===== src/atsw_pkg.sv =====
`timescale 1ns / 1ps
// ----------------------------------------------------------------------------
// atsw_pkg: shared types and constants for amount_to_spoken_word_tokens
// Token codes, controller states, and the command/status bundles that run
// between the controller and the datapath.
// ----------------------------------------------------------------------------
package atsw_pkg;

    localparam int AMOUNT_W      = 60;
    localparam int WORD_W        = 5;
    localparam int BITS_PER_STEP = 2;
    localparam int CONV_STEPS    = AMOUNT_W / BITS_PER_STEP;
    localparam int CNT_W         = $clog2(CONV_STEPS + 1);
    localparam int LIMIT_W       = 64;

    // Token slots of one group, spoken lowest bit first.
    localparam int SLOT_N     = 7;
    localparam int SLOT_HDIG  = 0;
    localparam int SLOT_HUND  = 1;
    localparam int SLOT_LE    = 2;
    localparam int SLOT_TENS  = 3;
    localparam int SLOT_UNIT  = 4;
    localparam int SLOT_SCALE = 5;
    localparam int SLOT_CUR   = 6;

    localparam logic [WORD_W-1:0] TOK_ZERO       = 5'd0;
    localparam logic [WORD_W-1:0] TOK_TENS_BASE  = 5'd9;
    localparam logic [WORD_W-1:0] TOK_MOT2       = 5'd19;
    localparam logic [WORD_W-1:0] TOK_LAM        = 5'd20;
    localparam logic [WORD_W-1:0] TOK_LE         = 5'd21;
    localparam logic [WORD_W-1:0] TOK_HUNDRED    = 5'd22;
    localparam logic [WORD_W-1:0] TOK_SCALE_BASE = 5'd22;
    localparam logic [WORD_W-1:0] TOK_CURRENCY   = 5'd28;

    typedef enum logic [2:0] {
        ST_IDLE,
        ST_CONV,
        ST_ERR,
        ST_GROUP,
        ST_EMIT
    } t_state;

    typedef struct packed {
        logic load;
        logic shift;
        logic err_emit;
        logic grp_load;
        logic grp_next;
        logic emit;
    } t_cmd;

    typedef struct packed {
        logic too_big;
        logic conv_last;
        logic out_free;
        logic mask_empty;
        logic mask_one;
        logic grp_zero;
    } t_status;

    // 1000^n, evaluated at elaboration only.
    function automatic logic [LIMIT_W-1:0] pow1000(input int n);
        logic [LIMIT_W-1:0] p;
        p = LIMIT_W'(1);
        for (int k = 0; k < n; k++) begin
            p = p * LIMIT_W'(1000);
        end
        return p;
    endfunction

endpackage


===== src/atsw_ctrl.sv =====
`timescale 1ns / 1ps
// ----------------------------------------------------------------------------
// atsw_ctrl: sequencing controller
// Walks one amount through range check, BCD conversion and per-group token
// emission, issuing commands to the datapath.
// ----------------------------------------------------------------------------
module atsw_ctrl (
    input  logic              i_clk,
    input  logic              i_rst_n,
    input  logic              i_in_valid,
    output logic              o_in_stall,
    input  atsw_pkg::t_status i_st,
    output atsw_pkg::t_cmd    o_cmd
);

    atsw_pkg::t_state r_state;
    atsw_pkg::t_state n_state;
    logic             grp_done;

    // current group finishes this cycle
    assign grp_done = i_st.mask_empty || (i_st.out_free && i_st.mask_one);

    always_ff @(posedge i_clk) begin
        if (!i_rst_n) begin
            r_state <= atsw_pkg::ST_IDLE;
        end else begin
            r_state <= n_state;
        end
    end

    always_comb begin
        n_state = r_state;
        unique case (r_state)
            atsw_pkg::ST_IDLE: begin
                if (i_in_valid) n_state = atsw_pkg::ST_CONV;
            end
            atsw_pkg::ST_CONV: begin
                if (i_st.too_big)        n_state = atsw_pkg::ST_ERR;
                else if (i_st.conv_last) n_state = atsw_pkg::ST_GROUP;
            end
            atsw_pkg::ST_ERR: begin
                if (i_st.out_free) n_state = atsw_pkg::ST_IDLE;
            end
            atsw_pkg::ST_GROUP: begin
                n_state = atsw_pkg::ST_EMIT;
            end
            atsw_pkg::ST_EMIT: begin
                if (grp_done) begin
                    n_state = i_st.grp_zero ? atsw_pkg::ST_IDLE : atsw_pkg::ST_GROUP;
                end
            end
            default: n_state = atsw_pkg::ST_IDLE;
        endcase
    end

    always_comb begin
        o_cmd      = '0;
        o_in_stall = 1'b1;
        unique case (r_state)
            atsw_pkg::ST_IDLE: begin
                o_in_stall = 1'b0;
                o_cmd.load = i_in_valid;
            end
            atsw_pkg::ST_CONV: begin
                o_cmd.shift = !i_st.too_big;
            end
            atsw_pkg::ST_ERR: begin
                o_cmd.err_emit = i_st.out_free;
            end
            atsw_pkg::ST_GROUP: begin
                o_cmd.grp_load = 1'b1;
            end
            atsw_pkg::ST_EMIT: begin
                o_cmd.emit     = !i_st.mask_empty && i_st.out_free;
                o_cmd.grp_next = grp_done && !i_st.grp_zero;
            end
            default: begin
                o_cmd = '0;
            end
        endcase
    end

    a_emit_needs_room: assert property (@(posedge i_clk) disable iff (!i_rst_n)
        (o_cmd.emit || o_cmd.err_emit) |-> i_st.out_free)
        else $error("token issued while output register busy");

    a_big_goes_err: assert property (@(posedge i_clk) disable iff (!i_rst_n)
        (r_state == atsw_pkg::ST_CONV && i_st.too_big) |=> r_state == atsw_pkg::ST_ERR)
        else $error("out-of-range amount did not take the error path");

endmodule


===== src/atsw_dp.sv =====
`timescale 1ns / 1ps
// ----------------------------------------------------------------------------
// atsw_dp: conversion and token datapath
// Double-dabble converter (two bits per cycle), group slot mask, token
// selection and the output register.
// ----------------------------------------------------------------------------
module atsw_dp #(
    parameter int MAX_GROUPS = 6
) (
    input  logic                         i_clk,
    input  logic                         i_rst_n,
    input  atsw_pkg::t_cmd               i_cmd,
    output atsw_pkg::t_status            o_st,
    input  logic [atsw_pkg::AMOUNT_W-1:0] i_amount,
    output logic                         o_valid,
    input  logic                         i_stall,
    output logic [atsw_pkg::WORD_W-1:0]  o_word,
    output logic                         o_last,
    output logic                         o_error
);

    localparam int NDIG  = 3 * MAX_GROUPS;
    localparam int BCD_W = 4 * NDIG;
    localparam int GRP_W = $clog2(MAX_GROUPS + 1);
    localparam logic [atsw_pkg::LIMIT_W-1:0] LIMIT = atsw_pkg::pow1000(MAX_GROUPS);

    logic [atsw_pkg::AMOUNT_W-1:0] r_bin;
    logic [BCD_W-1:0]              r_bcd;
    logic [atsw_pkg::CNT_W-1:0]    r_cnt;
    logic                          r_too_big;
    logic [GRP_W-1:0]              r_grp;
    logic                          r_lead;
    logic [3:0]                    r_h;
    logic [3:0]                    r_t;
    logic [3:0]                    r_u;
    logic [atsw_pkg::SLOT_N-1:0]   r_mask;
    logic                          r_valid;
    logic [atsw_pkg::WORD_W-1:0]   r_word;
    logic                          r_last;
    logic                          r_error;

    logic [3:0]                    g_h;
    logic [3:0]                    g_t;
    logic [3:0]                    g_u;
    logic                          rest_nz;
    logic                          g_nz;
    logic                          leading;
    logic                          idx0;
    logic [atsw_pkg::SLOT_N-1:0]   n_mask;
    logic [atsw_pkg::SLOT_N-1:0]   sel;
    logic [atsw_pkg::WORD_W-1:0]   unit_tok;
    logic [atsw_pkg::WORD_W-1:0]   n_word;

    // one double-dabble step: add 3 to digits of 5 or more, shift in a bit
    function automatic logic [BCD_W-1:0] dabble(input logic [BCD_W-1:0] b,
                                                input logic bit_in);
        logic [BCD_W-1:0] a;
        a = b;
        for (int d = 0; d < NDIG; d++) begin
            if (a[4*d +: 4] >= 4'd5) a[4*d +: 4] = a[4*d +: 4] + 4'd3;
        end
        return {a[BCD_W-2:0], bit_in};
    endfunction

    // top group of the BCD register is always the next one to speak
    assign g_h     = r_bcd[BCD_W-1 -: 4];
    assign g_t     = r_bcd[BCD_W-5 -: 4];
    assign g_u     = r_bcd[BCD_W-9 -: 4];
    assign rest_nz = (g_t != 4'd0) || (g_u != 4'd0);
    assign g_nz    = (g_h != 4'd0) || rest_nz;
    assign leading = !r_lead;
    assign idx0    = (r_grp == '0);

    always_comb begin
        n_mask = '0;
        n_mask[atsw_pkg::SLOT_HDIG]  = (g_h != 4'd0) || (!leading && rest_nz);
        n_mask[atsw_pkg::SLOT_HUND]  = (g_h != 4'd0) || (!leading && rest_nz);
        n_mask[atsw_pkg::SLOT_LE]    = (g_h != 4'd0) && (g_t == 4'd0) && (g_u != 4'd0);
        n_mask[atsw_pkg::SLOT_TENS]  = (g_t != 4'd0);
        // zero amount: leading lowest group says a bare zero
        n_mask[atsw_pkg::SLOT_UNIT]  = (g_u != 4'd0) || (idx0 && leading && !g_nz);
        n_mask[atsw_pkg::SLOT_SCALE] = g_nz && !idx0;
        n_mask[atsw_pkg::SLOT_CUR]   = idx0;
    end

    assign sel = r_mask & (~r_mask + 1'b1);

    always_comb begin
        if (r_t == 4'd0)                     unit_tok = {1'b0, r_u};
        else if (r_t >= 4'd2 && r_u == 4'd1) unit_tok = atsw_pkg::TOK_MOT2;
        else if (r_u == 4'd5)                unit_tok = atsw_pkg::TOK_LAM;
        else                                 unit_tok = {1'b0, r_u};
    end

    always_comb begin
        if (sel[atsw_pkg::SLOT_HDIG])       n_word = {1'b0, r_h};
        else if (sel[atsw_pkg::SLOT_HUND])  n_word = atsw_pkg::TOK_HUNDRED;
        else if (sel[atsw_pkg::SLOT_LE])    n_word = atsw_pkg::TOK_LE;
        else if (sel[atsw_pkg::SLOT_TENS])  n_word = atsw_pkg::TOK_TENS_BASE + {1'b0, r_t};
        else if (sel[atsw_pkg::SLOT_UNIT])  n_word = unit_tok;
        else if (sel[atsw_pkg::SLOT_SCALE]) n_word = atsw_pkg::TOK_SCALE_BASE
                                                     + atsw_pkg::WORD_W'(r_grp);
        else                                n_word = atsw_pkg::TOK_CURRENCY;
    end

    always_ff @(posedge i_clk) begin
        if (!i_rst_n) begin
            r_cnt     <= '0;
            r_too_big <= 1'b0;
            r_grp     <= '0;
            r_lead    <= 1'b0;
            r_mask    <= '0;
        end else begin
            if (i_cmd.load) begin
                r_cnt     <= atsw_pkg::CNT_W'(atsw_pkg::CONV_STEPS);
                r_too_big <= {{(atsw_pkg::LIMIT_W - atsw_pkg::AMOUNT_W){1'b0}}, i_amount}
                             >= LIMIT;
                r_grp     <= GRP_W'(MAX_GROUPS - 1);
                r_lead    <= 1'b0;
                r_mask    <= '0;
            end
            if (i_cmd.shift) begin
                r_cnt <= r_cnt - 1'b1;
            end
            if (i_cmd.grp_load) begin
                r_mask <= n_mask;
                r_lead <= r_lead | g_nz;
            end
            if (i_cmd.emit) begin
                r_mask <= r_mask & ~sel;
            end
            if (i_cmd.grp_next) begin
                r_grp <= r_grp - 1'b1;
            end
        end
    end

    always_ff @(posedge i_clk) begin
        if (i_cmd.load) begin
            r_bin <= i_amount;
            r_bcd <= '0;
        end
        if (i_cmd.shift) begin
            r_bin <= {r_bin[atsw_pkg::AMOUNT_W-3:0], 2'b00};
            r_bcd <= dabble(dabble(r_bcd, r_bin[atsw_pkg::AMOUNT_W-1]),
                            r_bin[atsw_pkg::AMOUNT_W-2]);
        end
        if (i_cmd.grp_load) begin
            r_h   <= g_h;
            r_t   <= g_t;
            r_u   <= g_u;
            r_bcd <= r_bcd << 12;
        end
    end

    // output register
    always_ff @(posedge i_clk) begin
        if (!i_rst_n) begin
            r_valid <= 1'b0;
        end else if (i_cmd.emit || i_cmd.err_emit) begin
            r_valid <= 1'b1;
        end else if (!i_stall) begin
            r_valid <= 1'b0;
        end
    end

    always_ff @(posedge i_clk) begin
        if (i_cmd.err_emit) begin
            r_word  <= atsw_pkg::TOK_ZERO;
            r_last  <= 1'b1;
            r_error <= 1'b1;
        end else if (i_cmd.emit) begin
            r_word  <= n_word;
            r_last  <= sel[atsw_pkg::SLOT_CUR];
            r_error <= 1'b0;
        end
    end

    assign o_st.too_big    = r_too_big;
    assign o_st.conv_last  = (r_cnt == atsw_pkg::CNT_W'(1));
    assign o_st.out_free   = !r_valid || !i_stall;
    assign o_st.mask_empty = (r_mask == '0);
    assign o_st.mask_one   = (r_mask != '0) && ((r_mask & (r_mask - 1'b1)) == '0);
    assign o_st.grp_zero   = idx0;

    assign o_valid = r_valid;
    assign o_word  = r_word;
    assign o_last  = r_last;
    assign o_error = r_error;

    a_err_shape: assert property (@(posedge i_clk) disable iff (!i_rst_n)
        (r_valid && r_error) |-> (r_last && r_word == atsw_pkg::TOK_ZERO))
        else $error("error transaction not a lone zero token");

    a_emit_has_slot: assert property (@(posedge i_clk) disable iff (!i_rst_n)
        i_cmd.emit |-> (r_mask != '0))
        else $error("emit with no pending slot");

    a_load_clean: assert property (@(posedge i_clk) disable iff (!i_rst_n)
        i_cmd.grp_load |-> (r_mask == '0))
        else $error("group loaded over unfinished slots");

endmodule


===== src/amount_to_spoken_word_tokens.sv =====
`timescale 1ns / 1ps
// ----------------------------------------------------------------------------
// amount_to_spoken_word_tokens: money amount to Vietnamese spoken-word tokens
// Converts one unsigned amount into a run of word tokens ending with the
// currency token, or a single error transaction when out of range.
// ----------------------------------------------------------------------------
// Usage: present an amount on i_amount with i_in_valid; it is taken on an
// edge where o_in_stall is low. The block handles one amount at a time and
// holds o_in_stall high until the last token of that amount has been loaded
// into the output register, so the next amount can be taken while that final
// token is still waiting downstream. Tokens leave one per transaction on
// o_word with o_last marking the final one; o_error marks the lone error
// transaction sent for amounts of 1000^MAX_GROUPS or more (word 0, last 1).
// Sequence per amount: the accept in ST_IDLE, then binary-to-BCD conversion in
// ST_CONV (double dabble, two bits per cycle over 60 bits), then for each of
// the MAX_GROUPS three-digit groups a load in ST_GROUP and its tokens in
// ST_EMIT, where a group that says nothing still passes through ST_EMIT. A
// group speaks at most five tokens. An out-of-range amount leaves ST_CONV
// for ST_ERR before any conversion step.
// Output stalls hold back emission.
// ----------------------------------------------------------------------------
module amount_to_spoken_word_tokens #(
    parameter int MAX_GROUPS = 6
) (
    input  logic                          i_clk,
    input  logic                          i_rst_n,
    // amount channel
    input  logic                          i_in_valid,
    output logic                          o_in_stall,
    input  logic [atsw_pkg::AMOUNT_W-1:0] i_amount,
    // token channel
    output logic                          o_out_valid,
    input  logic                          i_out_stall,
    output logic [atsw_pkg::WORD_W-1:0]   o_word,
    output logic                          o_last,
    output logic                          o_error
);

    // controller <-> datapath handshake bundles
    atsw_pkg::t_cmd    cmd;
    atsw_pkg::t_status st;

    // Sequencer: range check, conversion, then group-by-group emission.
    atsw_ctrl u_ctrl (
        .i_clk      (i_clk),
        .i_rst_n    (i_rst_n),
        .i_in_valid (i_in_valid),
        .o_in_stall (o_in_stall),
        .i_st       (st),
        .o_cmd      (cmd)
    );

    // BCD converter, group slot logic and the output register.
    atsw_dp #(
        .MAX_GROUPS (MAX_GROUPS)
    ) u_dp (
        .i_clk    (i_clk),
        .i_rst_n  (i_rst_n),
        .i_cmd    (cmd),
        .o_st     (st),
        .i_amount (i_amount),
        .o_valid  (o_out_valid),
        .i_stall  (i_out_stall),
        .o_word   (o_word),
        .o_last   (o_last),
        .o_error  (o_error)
    );

endmodule

===== config.mk =====
export PLATFORM = sky130hd
export DESIGN_NAME = amount_to_spoken_word_tokens
export DESIGN_NICKNAME = d
export VERILOG_FILES = /design/src/atsw_pkg.sv /design/src/atsw_ctrl.sv /design/src/atsw_dp.sv /design/src/amount_to_spoken_word_tokens.sv
export SDC_FILE = /design/constraint.sdc
export NUM_CORES = 1
export LEC_CHECK = 0
export ABC_AREA = 1
export BUFFER_PORTS_ARGS = -buffer_cell sky130_fd_sc_hd__buf_2
export CORE_MARGIN = 10
export CORE_UTILIZATION = 62
export DETAILED_ROUTE_END_ITERATION = 12
export PLACE_DENSITY = 0.86
export RECOVER_POWER = 50
export SYNTH_ARGS = -nofsm -noshare
export SYNTH_HDL_FRONTEND = slang
export SYNTH_SLANG_ARGS = --single-unit

===== constraint.sdc =====
create_clock -name i_clk -period 4.5 [get_ports i_clk]
set_input_delay 1.35 -clock i_clk [delete_from_list [all_inputs] [get_ports i_clk]]
set_output_delay 1.35 -clock i_clk [all_outputs]
set_load 0.05 [all_outputs]

; After elaboration in Yosys (flattened, before gate mapping)
; Index checks and enable logic that the tools add are counted.
[totals]
register_bits = 172
latchBits = 0
ram_bits = 0
romBits = 0
in_bits = 64
output_inout_bits = 9
word_cells = 248
mem_count = 0
[classes]
n_addsub = 42
multipliers = 0
n_div = 0
n_lt_le_gt_ge = 38
n_eq_ne = 12
n_shift = 0
n_mux = 92
n_bitwise = 6
reduce_logical = 41
[op_table]
columns = op, n
row1 = 72-bit 2-to-1 mux, 3
row2 = 4-bit 2-to-1 mux, 51
row3 = "4-bit by 3-bit greater-or-equal comparator with 1-bit output, second input constant", 36
row4 = "4-bit by 2-bit adder with 4-bit output, second input constant", 34
row5 = 60-bit 2-to-1 mux, 2
row6 = "60-bit greater-or-equal comparator, second input constant", 1
row7 = 5-bit 2-to-1 mux, 11
row8 = 3-bit 2-to-1 mux, 10
row9 = 7-bit AND, 3
row10 = 7-bit 2-to-1 mux, 3
row11 = 3-bit one-hot mux with 5 select lines, 1
row12 = 7-bit zero test, 2
row13 = 7-bit inverter, 2
row14 = 4-bit nonzero test, 3
row15 = 1-bit logical AND, 11
row16 = 1-bit 2-to-1 mux, 9
row17 = 4-bit zero test, 2
row18 = "7-bit by 1-bit adder with 7-bit output, second input constant", 1
row19 = 1-bit zero test, 7
row20 = 1-bit logical OR, 7
row21 = 7-bit nonzero test, 1
row22 = "7-bit by 1-bit subtractor with 7-bit output, second input constant", 1
row23 = "3-bit by 2-bit adder with 3-bit output, second input constant", 2
row24 = "3-bit by 2-bit == test with 1-bit output, second input constant", 2
row25 = 19 further kinds, 26

; Logic depth before layout (Yosys ltp)
[logic_depth]
depth_word = 10
ltp_mapped = 16
mapped_depth_nobuf = 16

; By module
; Synthesis repeated with hierarchy kept, for this count alone.
[hier_totals]
hier_cells = 1497
hier_area_um2 = 11458.5
[modules_own_cells]
columns = module, instances, cells_per_inst, area_per_inst_um2, seq_area_each_um2
row1 = atsw_dp, 1, 1452, 11212.0, 4684.5
row2 = atsw_ctrl, 1, 45, 246.5, 60.1

; Worst setup path after synthesis
; No wires, ideal clock.
[synth_path]
path_type = in2reg
startpoint = input port i_in_valid
endpoint = register u_dp.r_bcd[12] (enable)
arrival_ps = 3276
required_time_ps = 4106
setup_slack_ps = 830
cell_stages = 5
path_cell_list = nand2_4 -> nand2_2 -> inv_2 -> nand2_1 -> buf_2
[synth_via]
elab_chain_len = 2
[synth_lines]
columns = element, line
row1 = "start, declared", amount_to_spoken_word_tokens.sv:28  ; input logic i_in_valid,
row2 = 1-bit 2-to-1 mux, atsw_ctrl.sv:59  ; unique case (r_state)
row3 = 3-bit nonzero test (no line), --
row4 = "end signal, assigned", atsw_dp.sv:145  ; r_bcd <= dabble(dabble(r_bcd, r_bin[atsw_pkg::AMOUNT_W-1]),
row5 = "end signal, assigned", atsw_dp.sv:152  ; r_bcd <= r_bcd << 12;
row6 = "end, declared", atsw_dp.sv:28  ; logic [BCD_W-1:0] r_bcd;
; Every way passes these cells.
; A chain may end at the register's enable or synchronous reset.

; Final worst setup path
[layout_path]
startpoint = register u_ctrl.r_state[0]
endpoint = register u_dp.r_mask[4] (netlist name)
[layout_via]
elab_chain_len = 4
[layout_lines]
columns = element, line
row1 = "start, declared", atsw_ctrl.sv:16  ; atsw_pkg::t_state r_state;
row2 = "start signal, assigned", atsw_ctrl.sv:25  ; r_state <= atsw_pkg::ST_IDLE;
row3 = "start signal, assigned", atsw_ctrl.sv:27  ; r_state <= n_state;
row4 = 3-bit by 2-bit == test with 1-bit output, atsw_ctrl.sv:59
row5 = 1-bit 2-to-1 mux, atsw_ctrl.sv:59
row6 = 7-bit 2-to-1 mux, atsw_dp.sv:125  ; if (i_cmd.grp_load) begin
row7 = 7-bit 2-to-1 mux, atsw_dp.sv:129  ; if (i_cmd.emit) begin
row8 = "end signal, assigned", atsw_dp.sv:126  ; r_mask <= n_mask;
row9 = "end signal, assigned", atsw_dp.sv:130  ; r_mask <= r_mask & ~sel;
row10 = "end, declared", atsw_dp.sv:36  ; logic [atsw_pkg::SLOT_N-1:0] r_mask;
; Parallel ways exist; a longest one is shown, timed or not.

==> metrics.cfg <==
[global_routing]
grt_max_degree = 84
grt_use_total_pct = 21.3
grt_pass1_vias = 9575
grt-ovfl-total = 0
antenna_found_initial = 0
grt_pass1_wl_mm = 43.0

[floorplan]
start_util_pct = 62.5
die_area_mm2 = 0.0238
num_rows = 49
core_mm2 = 0.0178
die_w_um = 154
pin_count = 73
die_h_um = 154

[timing]
tightest_slew_ps = 1620
final.setup.tns_ps = 0
hold_ws_ps = 447
fin_crit_sh_pct = 77.5
min_period_ps = 3490
skew_ps = 16.4
max-slew-margin-rel_pct = -7.78
setup_violations = 0
hold_viol_final = 0
rsz0062_at_grt = false
fmax_mhz = 287
slew_viol_final = 72

[synth]
syn-cell-area_mm2 = 0.0112
synth_nets = 1577
synth_cell_types = 42
synth-seq-cells = 172
ys_seq_area_share_pct = 42.5
synth_adder_area_share_pct = 8.97
synth_compound_area_share_pct = 13.5
synthSimpleGateAreaFrac_pct = 23.2
async_flop_share_pct = 0
yosys_warnings = 0
synth_top_family_by_area = simple AND/OR/NAND/NOR gates
synthCells = 1433
synth-xor-area-share_pct = 2.83
synthMuxAreaShare_pct = 0
synth-edff-count = 130
ys.flop_type = edfxtp_1
syn_area_per_cell_um2 = 7.79

[worst_hold_path]
hp-class = register to register

[drt]
dr_wl_met2_mm = 13.4
top_layer_used = met4
ant_nets = 0
met3_length_mm = 1.23
wl_met1_mm = 10.2
wl_mm = 25.4
wl_per_cell_um = 14.6
firstDrtPassIters = 7
drc = 0
vias_per_cell = 5.50
drt-initial-drc-count = 751
routed-via-count = 9595

[clock_tree]
cts-root-buf = clkbuf_16
clock_sinks = 172
cts_tree = done
path_clk_slew_ps = 70
insertion_delay_ps = 450
numCtsBuffers = 17
clockBufferDepth = 2
ctsHoldBuffers = 0
post_cts_buffers = 0
htreeDepth = 4
post_cts_resized = 0

[layout]
diodes = 0
final_util_pct = 68.3
drive_above_1_share_pct = 9.18
nNetsFinal = 1645
area_growth_pct = 9.18
fill_cells = 1397

[status]
violations = capacitance limit, slew limit
status = finished, violations left

[setup_path]
cp.required_ps = 4880
start_kind = register
cp.arrival_ps = 3860
path_max_fanout = 29
critPathKind = register to register
end_kind = register

[placed_design]
io_buffers = 72
dp_hpwl_mm = 18.2
place_congestion = 0.883

[pwr]
powerDensity_mw_per_mm2 = 838
fin_total_pwr_w = 0.0102
ir_drop_mv = 0.476
leakage_nw = 5.65

[job]
drv_cap = 2

==> layout by cell type (no fill, tap or decap), drive strengths merged <==
cell type  count
a221oi         1
nand2        395
clkinv         8
dfxtp         42
nor3b          1
o22ai         36
a211oi         2
o21a           2
nand3b         2
o211ai         8
nand3         77
ha            80
buf           68
edfxtp       130
inv          224
o21ai        151
clkbuf        29
o221ai         1
nor2          99
xor2          35
nand4         13
clkinvlp       5
nor3          10
a31oi          7
a21oi         68
or2           19
xnor2          1
==> metrics by stage <==
step | area (um2) | setup WS [ps] | instances
after floorplan | 11200 | 830 | 1433
after global placement | 11700 | 1080 | 1711
after detailed placement | 11700 | 1010 | 1711
after CTS | 12200 | 1410 | 1743
after global routing | 12200 | 759 | 1743
final | 12200 | 1010 | 1743
==> path summary, 6_finish.rpt <==
kind,startpoint,to,slack (ps),cells past startpoint
worst min register to register,u_dp.o_error,u_dp.o_error,450,2
worst max-delay path,u_ctrl.r_state[0],u_dp.r_mask[4],1010,10
worst max register to register,u_ctrl.r_state[0],u_dp.r_mask[4],1010,10
worst min-delay path,u_dp.o_error,u_dp.o_error,450,2
==> Yosys cell counts (2+ instances only) <==
| cell | instances | area [um2] |
|---|---|---|
| a211oi_1 | 2 | 15.0 |
| a21oi_1 | 68 | 340 |
| a31oi_1 | 7 | 43.8 |
| buf_2 | 10 | 50.1 |
| buf_4 | 6 | 45.0 |
| clkbuf_1 | 13 | 48.8 |
| clkinv_1 | 2 | 7.51 |
| dfxtp_1 | 42 | 841 |
| edfxtp_1 | 130 | 3900 |
| ha_1 | 80 | 1000 |
| inv_1 | 216 | 811 |
| inv_2 | 4 | 15.0 |
| nand2_1 | 390 | 1460 |
| nand2_2 | 3 | 18.8 |
| nand3_1 | 75 | 375 |
| nand3b_1 | 2 | 15.0 |
| nand4_1 | 13 | 81.3 |
| nor2_1 | 92 | 345 |
| nor2_2 | 5 | 31.3 |
| nor2_4 | 2 | 22.5 |
| nor3_1 | 10 | 50.1 |
| o211ai_1 | 8 | 60.1 |
| o21a_1 | 2 | 15.0 |
| o21ai_0 | 125 | 626 |
| o21ai_1 | 16 | 80.1 |
| o21ai_2 | 10 | 87.6 |
| o22ai_1 | 36 | 225 |
| or2_2 | 16 | 100 |
| xor2_1 | 35 | 307 |
==> routing by layer <==
| metal | global-route usage [%] | vias up |
|---|---|---|
| met5 | 0 | - |
| met4 | 7.24 | 0 |
| met3 | 3.93 | 47 |
| met2 | 39.3 | 278 |
| met1 | 23.9 | 4412 |
| li1 | - | 4858 |
==> kinds of logic after synthesis <==
group	after synthesis
compound gates	276
xor+xnor	36
fa+ha+maj	80
buf+inv	253
flops	172
simple gates	616
==> critical path: stages (launching register included) <==
cell and delay [ps]:
dfxtp_1 330, inv_1 60, nor2_1 130, nand2_1 560, buf_4 490, clkinv_1 230
clkbuf_1 960, nand2_1 180, o21ai_0 260, a31oi_1 70, a21oi_1 130
==> state kept, by name (all words and copies together) (netlist names), 3 cells and up <==
name            cells
u_dp.r_h            4
u_dp.r_grp          3
u_dp.r_u            4
u_dp.r_bin         60
u_dp.r_cnt          5
u_dp.r_t            4
u_dp.r_mask         7
u_ctrl.r_state      3
u_dp.o_word         5
u_dp.r_bcd         72
==> cell type report <==
class	count	area (um2)	share of cell area (%)
multi-input combinational	1008	5380	44.1
tap	229	287	2.35
inverter	223	840	6.89
clock buffer	18	429	3.52
clock inverter	14	110	0.904
timing repair buffer	79	395	3.25
sequential	172	4740	38.9
==> where the power goes <==
part	internal (W)	leakage, nW	switching [W]
registers	0.00277	1.66	0.000421
logic	0.00178	3.74	0.00387
clock network	0.000714	0.256	0.000663
total	0.00526	5.65	0.00495
Note: power is estimated with default switching activity, not from simulation.
